===== src/sv/epa_pkg.sv =====
package epa_pkg;

    // default sizes
    localparam int DEF_POOL_ENTRIES   = 64;
    localparam int DEF_PROPERTY_COUNT = 64;

    // fixed field widths
    localparam int ENTRY_W  = 6;
    localparam int PROP_W   = 6;
    localparam int STATUS_W = 2;
    localparam int FREE_W   = 7;
    localparam int OPCODE_W = 3;

    // entries reachable through the 6-bit index field
    localparam int ENTRY_SPAN = 1 << ENTRY_W;

    typedef enum logic [OPCODE_W-1:0] {
        OP_ALLOC = 3'd0,
        OP_FREE  = 3'd1,
        OP_SET   = 3'd2,
        OP_CLEAR = 3'd3,
        OP_TEST  = 3'd4
    } opcode_t;

    typedef enum logic [STATUS_W-1:0] {
        STAT_OK          = 2'd0,
        STAT_EMPTY       = 2'd1,
        STAT_NOT_IN_USE  = 2'd2
    } status_t;

    typedef struct packed {
        logic [OPCODE_W-1:0] opcode;
        logic [ENTRY_W-1:0]  entry_index;
        logic [PROP_W-1:0]   property_number;
    } in_item_t;

    typedef struct packed {
        logic [ENTRY_W-1:0]  result_index;
        logic [STATUS_W-1:0] status;
        logic                property_value;
        logic [FREE_W-1:0]   free_entries;
    } out_item_t;

    // controller to datapath
    typedef struct packed {
        logic issue;
        logic commit;
    } epa_cmd_t;

    // datapath to controller
    typedef struct packed {
        logic out_full;
    } epa_stat_t;

    typedef enum logic {
        S_IDLE,
        S_EXEC
    } state_t;

endpackage


===== src/sv/epa_ctrl.sv =====
module epa_ctrl (
    input  logic              clk,
    input  logic              rst_n,
    input  logic              in_valid,
    output logic              in_ready,
    input  logic              out_ready,
    input  epa_pkg::epa_stat_t stat,
    output epa_pkg::epa_cmd_t cmd
);
    import epa_pkg::*;

    state_t state_reg;
    state_t state_next;
    logic   slot_free;

    // result slot can take a result this cycle
    assign slot_free = !stat.out_full || out_ready;

    // state register
    always_ff @(posedge clk or negedge rst_n)
    begin
        if (!rst_n)
        begin
            state_reg <= S_IDLE;
        end
        else
        begin
            state_reg <= state_next;
        end
    end

    // next state
    always_comb
    begin
        state_next = state_reg;
        case (state_reg)
            S_IDLE:
            begin
                if (in_valid)
                begin
                    state_next = S_EXEC;
                end
            end
            S_EXEC:
            begin
                if (slot_free)
                begin
                    state_next = S_IDLE;
                end
            end
            default:
            begin
                state_next = S_IDLE;
            end
        endcase
    end

    // outputs
    always_comb
    begin
        in_ready   = 1'b0;
        cmd.issue  = 1'b0;
        cmd.commit = 1'b0;
        case (state_reg)
            S_IDLE:
            begin
                in_ready  = 1'b1;
                cmd.issue = in_valid;
            end
            S_EXEC:
            begin
                cmd.commit = slot_free;
            end
            default:
            begin
                in_ready = 1'b0;
            end
        endcase
    end

endmodule


===== src/sv/epa_datapath.sv =====
module epa_datapath #(
    parameter int POOL_ENTRIES   = epa_pkg::DEF_POOL_ENTRIES,
    parameter int PROPERTY_COUNT = epa_pkg::DEF_PROPERTY_COUNT
) (
    input  logic               clk,
    input  logic               rst_n,
    input  epa_pkg::in_item_t  in_data,
    output logic               out_valid,
    input  logic               out_ready,
    output epa_pkg::out_item_t out_data,
    input  epa_pkg::epa_cmd_t  cmd,
    output epa_pkg::epa_stat_t stat
);
    import epa_pkg::*;

    localparam int QA_W       = $clog2(POOL_ENTRIES);
    localparam int CNT_W      = $clog2(POOL_ENTRIES + 1);
    localparam int PROP_DEPTH = (POOL_ENTRIES < ENTRY_SPAN) ? POOL_ENTRIES : ENTRY_SPAN;
    localparam int PA_W       = $clog2(PROP_DEPTH);
    localparam int PB_W       = (PROPERTY_COUNT > 1) ? $clog2(PROPERTY_COUNT) : 1;

    // free queue and property rows
    logic [QA_W-1:0]           qmem [POOL_ENTRIES];
    logic [PROPERTY_COUNT-1:0] pmem [PROP_DEPTH];

    logic [QA_W-1:0]           head_reg, head_next;
    logic [QA_W-1:0]           tail_reg, tail_next;
    logic [CNT_W-1:0]          count_reg, count_next;
    logic                      wrapped_reg, wrapped_next;
    logic [PROP_DEPTH-1:0]     in_use_reg, in_use_next;
    logic [PROP_DEPTH-1:0]     row_valid_reg, row_valid_next;

    in_item_t                  item_reg;
    logic [QA_W-1:0]           q_rd_reg;
    logic [PROPERTY_COUNT-1:0] p_rd_reg;
    logic                      q_written_reg;

    logic                      out_valid_reg;
    out_item_t                 out_data_reg;
    out_item_t                 result;

    logic [ENTRY_W-1:0]        entry;
    logic [PA_W-1:0]           ea;
    logic [PB_W-1:0]           pb;
    logic                      entry_ok;
    logic                      prop_ok;
    logic [QA_W-1:0]           head_val;
    logic                      head_in_span;
    logic [PROPERTY_COUNT-1:0] row;
    logic [PROPERTY_COUNT-1:0] bit_mask;
    logic [PROPERTY_COUNT-1:0] row_wdata;
    logic                      alloc_do;
    logic                      free_do;
    logic                      row_wr;

    // operand decode of the held item
    assign entry    = item_reg.entry_index;
    assign ea       = entry[PA_W-1:0];
    assign pb       = item_reg.property_number[PB_W-1:0];
    assign entry_ok = {1'b0, entry} < (ENTRY_W + 1)'(PROP_DEPTH);
    assign prop_ok  = {1'b0, item_reg.property_number} < (PROP_W + 1)'(PROPERTY_COUNT);
    assign bit_mask = PROPERTY_COUNT'(1) << pb;

    // queue slots never written still hold their own position
    assign head_val     = q_written_reg ? q_rd_reg : head_reg;
    assign head_in_span = {1'b0, head_val} < (QA_W + 1)'(PROP_DEPTH);

    // a row without its valid bit reads as cleared
    assign row = row_valid_reg[ea] ? p_rd_reg : '0;

    // operation decode and result
    always_comb
    begin
        alloc_do              = 1'b0;
        free_do               = 1'b0;
        row_wr                = 1'b0;
        row_wdata             = row;
        result.result_index   = entry;
        result.status         = STAT_OK;
        result.property_value = 1'b0;
        case (item_reg.opcode)
            OP_ALLOC:
            begin
                if (count_reg == '0)
                begin
                    result.status = STAT_EMPTY;
                end
                else
                begin
                    alloc_do            = 1'b1;
                    result.result_index = ENTRY_W'(head_val);
                end
            end
            OP_FREE:
            begin
                if (entry_ok && in_use_reg[ea])
                begin
                    free_do = 1'b1;
                end
                else
                begin
                    result.status = STAT_NOT_IN_USE;
                end
            end
            OP_SET:
            begin
                row_wr    = entry_ok && prop_ok;
                row_wdata = row | bit_mask;
            end
            OP_CLEAR:
            begin
                row_wr    = entry_ok && prop_ok;
                row_wdata = row & ~bit_mask;
            end
            OP_TEST:
            begin
                result.property_value = entry_ok && prop_ok && row[pb];
            end
            default:
            begin
                result.status = STAT_OK;
            end
        endcase
        result.free_entries = FREE_W'(count_next);
    end

    // queue pointers, count and per-entry flags
    always_comb
    begin
        head_next      = head_reg;
        tail_next      = tail_reg;
        count_next     = count_reg;
        wrapped_next   = wrapped_reg;
        in_use_next    = in_use_reg;
        row_valid_next = row_valid_reg;
        if (alloc_do)
        begin
            head_next  = (head_reg == QA_W'(POOL_ENTRIES - 1)) ? '0 : head_reg + 1'b1;
            count_next = count_reg - 1'b1;
            if (head_in_span)
            begin
                in_use_next[head_val[PA_W-1:0]]    = 1'b1;
                row_valid_next[head_val[PA_W-1:0]] = 1'b0;
            end
        end
        if (free_do)
        begin
            tail_next  = (tail_reg == QA_W'(POOL_ENTRIES - 1)) ? '0 : tail_reg + 1'b1;
            count_next = count_reg + 1'b1;
            if (tail_reg == QA_W'(POOL_ENTRIES - 1))
            begin
                wrapped_next = 1'b1;
            end
            in_use_next[ea]    = 1'b0;
            row_valid_next[ea] = 1'b0;
        end
        if (row_wr)
        begin
            row_valid_next[ea] = 1'b1;
        end
    end

    // control registers
    always_ff @(posedge clk or negedge rst_n)
    begin
        if (!rst_n)
        begin
            head_reg      <= '0;
            tail_reg      <= '0;
            count_reg     <= CNT_W'(POOL_ENTRIES);
            wrapped_reg   <= 1'b0;
            in_use_reg    <= '0;
            row_valid_reg <= '0;
            out_valid_reg <= 1'b0;
        end
        else
        begin
            if (cmd.commit)
            begin
                head_reg      <= head_next;
                tail_reg      <= tail_next;
                count_reg     <= count_next;
                wrapped_reg   <= wrapped_next;
                in_use_reg    <= in_use_next;
                row_valid_reg <= row_valid_next;
                out_valid_reg <= 1'b1;
            end
            else if (out_ready)
            begin
                out_valid_reg <= 1'b0;
            end
        end
    end

    // item capture and result register
    always_ff @(posedge clk)
    begin
        if (cmd.issue)
        begin
            item_reg      <= in_data;
            q_written_reg <= wrapped_reg || (head_reg < tail_reg);
        end
        if (cmd.commit)
        begin
            out_data_reg <= result;
        end
    end

    // free queue memory
    always_ff @(posedge clk)
    begin
        if (cmd.commit && free_do)
        begin
            qmem[tail_reg] <= QA_W'(entry);
        end
        if (cmd.issue)
        begin
            q_rd_reg <= qmem[head_reg];
        end
    end

    // property memory
    always_ff @(posedge clk)
    begin
        if (cmd.commit && row_wr)
        begin
            pmem[ea] <= row_wdata;
        end
        if (cmd.issue)
        begin
            p_rd_reg <= pmem[in_data.entry_index[PA_W-1:0]];
        end
    end

    assign out_valid     = out_valid_reg;
    assign out_data      = out_data_reg;
    assign stat.out_full = out_valid_reg;

endmodule


===== src/sv/entity_pool_allocator.sv =====
// Pool allocator with a first-in first-out free queue: allocate, free and per-entry
// property set, clear and test, one result per operation. Each operation does the
// registered read of the free queue and property memories in the idle state and then
// the modify and write-back in the execute state; a new operation is accepted only once
// the last one is written back. The result sits in an output register and the next
// operation is taken while it waits, and only a result that is still untaken when the
// following one completes holds the block. There is no clearing pass after reset:
// property rows carry valid bits and the free queue tracks which slots were written.
module entity_pool_allocator #(
    parameter int POOL_ENTRIES   = epa_pkg::DEF_POOL_ENTRIES,
    parameter int PROPERTY_COUNT = epa_pkg::DEF_PROPERTY_COUNT
) (
    input  logic               clk,
    input  logic               rst_n,
    input  logic               in_valid,
    output logic               in_ready,
    input  epa_pkg::in_item_t  in_data,
    output logic               out_valid,
    input  logic               out_ready,
    output epa_pkg::out_item_t out_data
);
    import epa_pkg::*;

    epa_cmd_t  cmd;
    epa_stat_t stat;

    // sequencer
    epa_ctrl u_ctrl (
        .clk       (clk),
        .rst_n     (rst_n),
        .in_valid  (in_valid),
        .in_ready  (in_ready),
        .out_ready (out_ready),
        .stat      (stat),
        .cmd       (cmd)
    );

    // queue, property store and result register
    epa_datapath #(
        .POOL_ENTRIES   (POOL_ENTRIES),
        .PROPERTY_COUNT (PROPERTY_COUNT)
    ) u_datapath (
        .clk       (clk),
        .rst_n     (rst_n),
        .in_data   (in_data),
        .out_valid (out_valid),
        .out_ready (out_ready),
        .out_data  (out_data),
        .cmd       (cmd),
        .stat      (stat)
    );

endmodule


===== config.mk =====
export PLATFORM = sky130hd
export DESIGN_NAME = entity_pool_allocator
export DESIGN_NICKNAME = d
export VERILOG_FILES = /design/src/sv/epa_pkg.sv /design/src/sv/epa_ctrl.sv /design/src/sv/epa_datapath.sv /design/src/sv/entity_pool_allocator.sv
export SDC_FILE = /design/constraint.sdc
export NUM_CORES = 2
export LEC_CHECK = 0
export BUFFER_PORTS_ARGS = -buffer_cell sky130_fd_sc_hd__buf_2
export CAP_MARGIN = 25
export CORE_AREA = 2 2 555 557
export DETAILED_ROUTE_END_ITERATION = 8
export DIE_AREA = 0 0 557 559
export PLACE_DENSITY = 0.73
export REMOVE_ABC_BUFFERS = 1
export SYNTH_ARGS = -nofsm -noshare
export SYNTH_HDL_FRONTEND = slang
export SYNTH_MEMORY_MAX_BITS = 65536
export SYNTH_SLANG_ARGS = --single-unit

===== constraint.sdc =====
create_clock -name clk -period 9.48 [get_ports clk]
set_clock_uncertainty 0.05 [all_clocks]
set_input_delay 2.844 -clock clk [delete_from_list [all_inputs] [get_ports clk]]
set_output_delay 2.844 -clock clk [all_outputs]
set_load 0.05 [all_outputs]

=== Yosys cells after proc, flatten, opt, wreduce, memory -nomap -nowiden ===
Memory sizes are Yosys's and may differ from the RTL's. A register that Yosys moved wholly into a read port is not among the register bits.
Index checks and enable logic that the tools add are counted.

* Memories kept: 2
* Bits in writable memories: 4480
* Output and inout port bits: 18
* Register bits: 182
* Input port bits: 19
* Word-level logic and storage cells: 104

{| class="wikitable"
|+ Memory list
! memory !! words !! bits a word !! read ports !! clocked after memory_dff !! write ports !! RTL line !! RTL
|-
| u_datapath.pmem || 64 || 64 || 1 || 1 || 1 || epa_datapath.sv:24 || <nowiki>logic [PROPERTY_COUNT-1:0] pmem [PROP_DEPTH];</nowiki>
|-
| u_datapath.qmem || 64 || 6 || 1 || 1 || 1 || epa_datapath.sv:23 || <nowiki>logic [QA_W-1:0] qmem [POOL_ENTRIES];</nowiki>
|}

* Muxes and demuxes: 44
* Shifts and indexed selects: 1
* Reduce and logical (&&, ||, !) cells: 14
* Bitwise logic cells: 11
* Order comparisons: 6
* Equality and inequality tests: 6
* $add $sub $neg: 4

{| class="wikitable"
|+ Operator list
! operator !! number
|-
| $mux W64 || 6
|-
| $and A64 B64 Y64 || 4
|-
| $not A64 Y64 || 3
|-
| $or A64 B64 Y64 || 3
|-
| $pmux W64 S2 || 1
|-
| $shl A1 B6 Y64 const A || 1
|-
| $mux W6 || 5
|-
| $mux W1 || 22
|-
| $lt A6 B7 Y1 const B || 3
|-
| $bmux W1 S6 || 3
|-
| $mux W7 || 2
|-
| $add A6 B1 Y6 const B || 2
|-
| $demux W1 S6 || 2
|-
| $eq A6 B6 Y1 const B || 2
|-
| $ge A6 B1 Y1 const B || 2
|-
| $add A7 B1 Y7 const B || 1
|-
| $logic_not A7 Y1 || 1
|-
| $sub A7 B1 Y7 const B || 1
|-
| $eq A3 B2 Y1 const B || 2
|-
| $lt A6 B6 Y1 || 1
|-
| $logic_and A1 B1 Y1 || 4
|-
| $pmux W2 S2 || 1
|-
| $reduce_and A2 Y1 || 2
|-
| $eq A3 B1 Y1 const B || 1
|-
| other kinds (10) || 11
|}

=== Logic depth before layout (Yosys ltp) ===
* Depth in word-level cells: 12
* Gate-level depth with buffers: 13
* Mapped depth without buffers: 9

=== Hierarchy ===
A second synthesis with hierarchy kept.

* Cell total of the unflattened synthesis: 7789
* Area total of the unflattened synthesis: 183166.9 um2

{| class="wikitable"
|+ Modules (own cells, without submodules)
! module !! instances !! area each (um2) !! sequential area each (um2) !! cells each
|-
| epa_datapath || 1 || 183111.9 || 141321.8 || 7783
|-
| epa_ctrl || 1 || 55.1 || 25.0 || 6
|}

=== Worst setup path after synthesis ===
Ideal clock, no wire load.

* Kind: input port to flip-flop
* Start: in in_valid
* End: reg u_datapath.item_reg (netlist bit u_datapath.ea[0]) (enable)
* Buffers on the path: 0
* Stages on the path: 1
* Arrival: 6.598 ns
* Required time: 8.889 ns
* Path slack: 2.291 ns
* Cell sequence: nor2b_1

* Cells in the longest elaborated chain, start to end: 1

{| class="wikitable"
|+ RTL lines
! element !! RTL line !! RTL
|-
| start: declaration || entity_pool_allocator.sv:15 || <nowiki>input logic in_valid,</nowiki>
|-
| $mux W1 || epa_ctrl.sv:64 || <nowiki>case (state_reg)</nowiki>
|-
| end signal: assignment || epa_datapath.sv:200 || <nowiki>item_reg <= in_data;</nowiki>
|-
| end: declaration || epa_datapath.sv:33 || <nowiki>in_item_t item_reg;</nowiki>
|}

Every way passes these cells.
A chain may end at the register's enable or synchronous reset.

=== Final worst setup path ===
* Start: in out_ready
* End: mem u_datapath.pmem[53][29] (netlist name) (enable)

* Cells in the longest elaborated chain, start to end: 5

{| class="wikitable"
|+ RTL lines
! element !! RTL line !! RTL
|-
| start: declaration || entity_pool_allocator.sv:19 || <nowiki>input logic out_ready,</nowiki>
|-
| $logic_or A1 B1 Y1 || epa_ctrl.sv:17 || <nowiki>assign slot_free = !stat.out_full || out_ready;</nowiki>
|-
| $mux W1 || epa_ctrl.sv:64 ||
|-
| $logic_and A1 B1 Y1 || epa_datapath.sv:225 || <nowiki>if (cmd.commit && row_wr)</nowiki>
|-
| $mux W1 || epa_datapath.sv:225 ||
|-
| $mux W1 (not written as such) || epa_datapath.sv:227 || <nowiki>pmem[ea] <= row_wdata;</nowiki>
|-
| end: declaration || epa_datapath.sv:24 ||
|}

Every way passes these cells.

==> results.sh <==
export IMPL_worst_slew_pin_slew_ns=1.27
export IMPL_grt_util_met2_pct=49.2
export IMPL_layoutNonFillerInstCount=12600
export IMPL_ys_seq_elements=4732
export IMPL_initial_core_util_pct=59.9
export IMPL_cp_startpoint="out_ready"
export IMPL_clk_pin_slew_ns=0.06
export IMPL_chipWidth_um=557
export IMPL_wire_per_inst_um=39.0
export IMPL_cts_buffer_depth=4
export IMPL_startpoint_type="input port"
export IMPL_ant_nets=0
export IMPL_drc=1
export IMPL_dr_pass1_iters=9
export IMPL_timing_fmax_mhz=174
export IMPL_clk_latency_ns=1.02
export IMPL_port_buffers=36
export IMPL_die_h_um=559
export IMPL_path_buf_inv=3
export IMPL_n_fill_cell=18100
export IMPL_hp_class="reg2reg"
export IMPL_syn_inst=7760
export IMPL_antenna_found_initial=15
export IMPL_grt_pass1_wl_um=692000
export IMPL_crit_family="simple AND/OR/NAND/NOR gates"
export IMPL_postCtsSetupBuffers=0
export IMPL_maxCapViolations=0
export IMPL_syn_area_sq_um=183000
export IMPL_drive_gt1_share_pct=30.8
export IMPL_cpMaxStageDelayCell="nor2_4"
export IMPL_regMostFlops="u_datapath.pmem"
export IMPL_largest_reg_flops=4096
export IMPL_p_leak_uw=0.0639
export IMPL_reg2reg_to="u_datapath.pmem[53][29]"
export IMPL_grt_met1_usage_pct=45.5
export IMPL_finalSetupTns_ns=0
export IMPL_io_pins=37
export IMPL_final_max_slew_viol_count=0
export IMPL_cts_sinks=4732
export IMPL_num_vias=91600
export IMPL_fin_crit_ns=5.76
export IMPL_multi_input_area_sq_um=41000
export IMPL_slew_headroom_pct=15.4
export IMPL_dp_cells=11800
export IMPL_cts_tree="built"
export IMPL_core_area_sq_um=305000
export IMPL_grt_busiest_layer="met2"
export IMPL_rows=203
export IMPL_via_per_inst=7.26
export IMPL_synthArstFlopShare_pct=3.17
export IMPL_synth_edf_count=4582
export IMPL_end_kind="flop"
export IMPL_grtUsageTotal_pct=31.9
export IMPL_htreeDepth=5
export IMPL_hpwl_um=248000
export IMPL_setup_viol_count_final=0
export IMPL_violations="DRC"
export IMPL_gp_congestion=0.903
export IMPL_crit_chain="buf_2 > nand2b_1 > nand2_2 > buf_4 > nor2_1 > nand2_1 > nor2_4 > buf_4"
export IMPL_crit_fanout=25
export IMPL_ys_types=70
export IMPL_cts_buffers=453
export IMPL_ys_flop_type="edfxtp_1"
export IMPL_arrival_ns=6.31
export IMPL_cp_data_required_time_ns=10.03
export IMPL_synth_warnings=0
export IMPL_min_period_over_period_pct=60.7
export IMPL_max_vdd_ir_drop_uv=195
export IMPL_r2r_setup_slack_ns=4.10
export IMPL_hold_violations=0
export IMPL_area_delta_synth_final_pct=12.5
export IMPL_grt_pass1_vias=90600
export IMPL_crit_path_end="u_datapath.pmem[53][29]"
export IMPL_gr_usage_met3_pct=7.49
export IMPL_cts_root_buf="clkbuf_16"
export IMPL_die_area_sq_um=311000
export IMPL_cts_resized=0
export IMPL_r2r_start="u_datapath.ea[0]"
export IMPL_grt_max_degree=148
export IMPL_rsz0062_at_grt="no"
export IMPL_powerDensity_nw_per_um2=238
export IMPL_synth_area_per_cell_sq_um=23.6
export IMPL_worstSetupPathType="in2reg"
export IMPL_r2r_cells=6
export IMPL_status="finished with violations"
export IMPL_fin_nets=8149
export IMPL_synth_seq_area_share_pct=77.3
export IMPL_postCtsHoldBufs=0
export IMPL_largestRegisters="u_datapath.pmem x4096, u_datapath.qmem x384"
export IMPL_register_area_sq_um=141000
export IMPL_cp_common_cell="buf_4"
export IMPL_hold_start="u_datapath.wrapped_reg"
export IMPL_grt_ovfl_total=0
export IMPL_critical_path_cell_count=8
export IMPL_slowest_delay_ns=1.11
export IMPL_drt_iter0_markers=16100
export IMPL_wl_um=493000
how the worst min path moves through the flow:
stage / endpoint / cells after the start
after detailed placement: u_datapath.wrapped_reg / 1
final: u_datapath.wrapped_reg / 1
after CTS: u_datapath.wrapped_reg / 1
after global routing: u_datapath.wrapped_reg / 1
after global placement: u_datapath.wrapped_reg / 1
after floorplan: u_datapath.wrapped_reg / 1
per-layer routing:
metal | routed length, um | part of all wire (%)
met5 | 74 | 0.015
met3 | 63000 | 13
met1 | 175000 | 36
met2 | 235000 | 48
met4 | 19800 | 4.0
per-stage QoR:
stage          hold slack, ns  total power [uW]  instance area, sq um  worst slack, ns  utilization (%)
4_1_cts                 0.416             49100                206000             3.89             67.4
5_1_grt                 0.438             50200                206000             3.70             67.4
6_report                0.427             49000                206000             3.72             67.4
3_3_place_gp            0.385             31100                191000             2.80             62.5
3_5_place_dp            0.402             31400                191000             2.81             62.6
2_1_floorplan           0.370             29000                181000             1.13                -
cell families (layout without fill, tap and decap cells):
kind of cell             count (synthesis)  after routing  synth area share (%)
AO/OA/AOI/OAI                          569            569                  1.76
XOR/XNOR                                12             12                0.0575
adder cells (fa/ha/maj)                  9              9                0.0616
buffers and inverters                  455           1200                  1.01
flip-flops                            4732           4732                  77.3
multiplexers                          1527           1527                  18.6
other                                    0             11                     0
AND/OR/NAND/NOR                        456            456                  1.18
layout by cell type, fill, tap and decap left out, types with 7 or more instances in the layout:
cell type	instances
and2_1	7
clkinv_16	13
nand2b_1	12
nand3b_1	7
mux2i_1	26
clkinv_2	78
or3_1	9
a21o_1	14
nand3_1	28
clkinv_1	107
mux4_2	1493
a21oi_1	206
o21ai_0	143
clkbuf_1	106
a31oi_1	8
edfxtp_1	4582
nand2_1	86
dfrtp_1	146
clkbuf_8	7
xnor2_1	8
a22oi_1	17
o22ai_4	64
ha_1	9
a221oi_1	11
nor2_1	101
or4_1	8
nor2_4	64
buf_12	60
nor4_1	20
buf_2	36
buf_4	236
nor2b_1	10
diode_2	11
bufinv_16	43
nor3_1	72
clkbuf_16	456
o21ai_1	64
inv_1	17
clkinvlp_4	15
Yosys cell counts, types with 7 or more instances:
master / instances / area share [%]
nand3b_1: 7 / 0.029
a21o_1: 14 / 0.058
nand2b_1: 12 / 0.041
mux2i_1: 26 / 0.14
a22oi_1: 17 / 0.070
o22ai_1: 67 / 0.23
mux4_2: 1493 / 18
or3_1: 9 / 0.031
nor3_1: 72 / 0.20
buf_2: 66 / 0.18
edfxtp_1: 4582 / 75
and2_1: 7 / 0.024
o21ai_1: 64 / 0.18
nor2_1: 165 / 0.34
clkbuf_1: 303 / 0.62
a221oi_1: 11 / 0.053
nand3_1: 28 / 0.077
nor2b_1: 11 / 0.038
buf_1: 56 / 0.12
or4_1: 8 / 0.033
inv_1: 17 / 0.035
nand2_1: 87 / 0.18
nor4_1: 21 / 0.072
dfrtp_1: 149 / 2.0
o21ai_0: 143 / 0.39
ha_1: 9 / 0.062
xnor2_1: 8 / 0.038
a31oi_1: 8 / 0.027
a21oi_1: 206 / 0.56
cell type report:
class	count	area share (%)
antenna	11	0.0134
clock buffer	568	5.78
clock inverter	271	1.36
inverter	18	0.0329
multi-input combinational	2573	19.9
sequential	4732	68.7
tap	4100	2.49
timing repair buffer	343	1.64
power by group:
part | internal, uW | switching (uW) | total (uW)
registers | 25000 | 296 | 25300
clock network | 10100 | 7850 | 17900
logic | 1780 | 3950 | 5730
No activity file was read; power rests on OpenSTA's default activity.
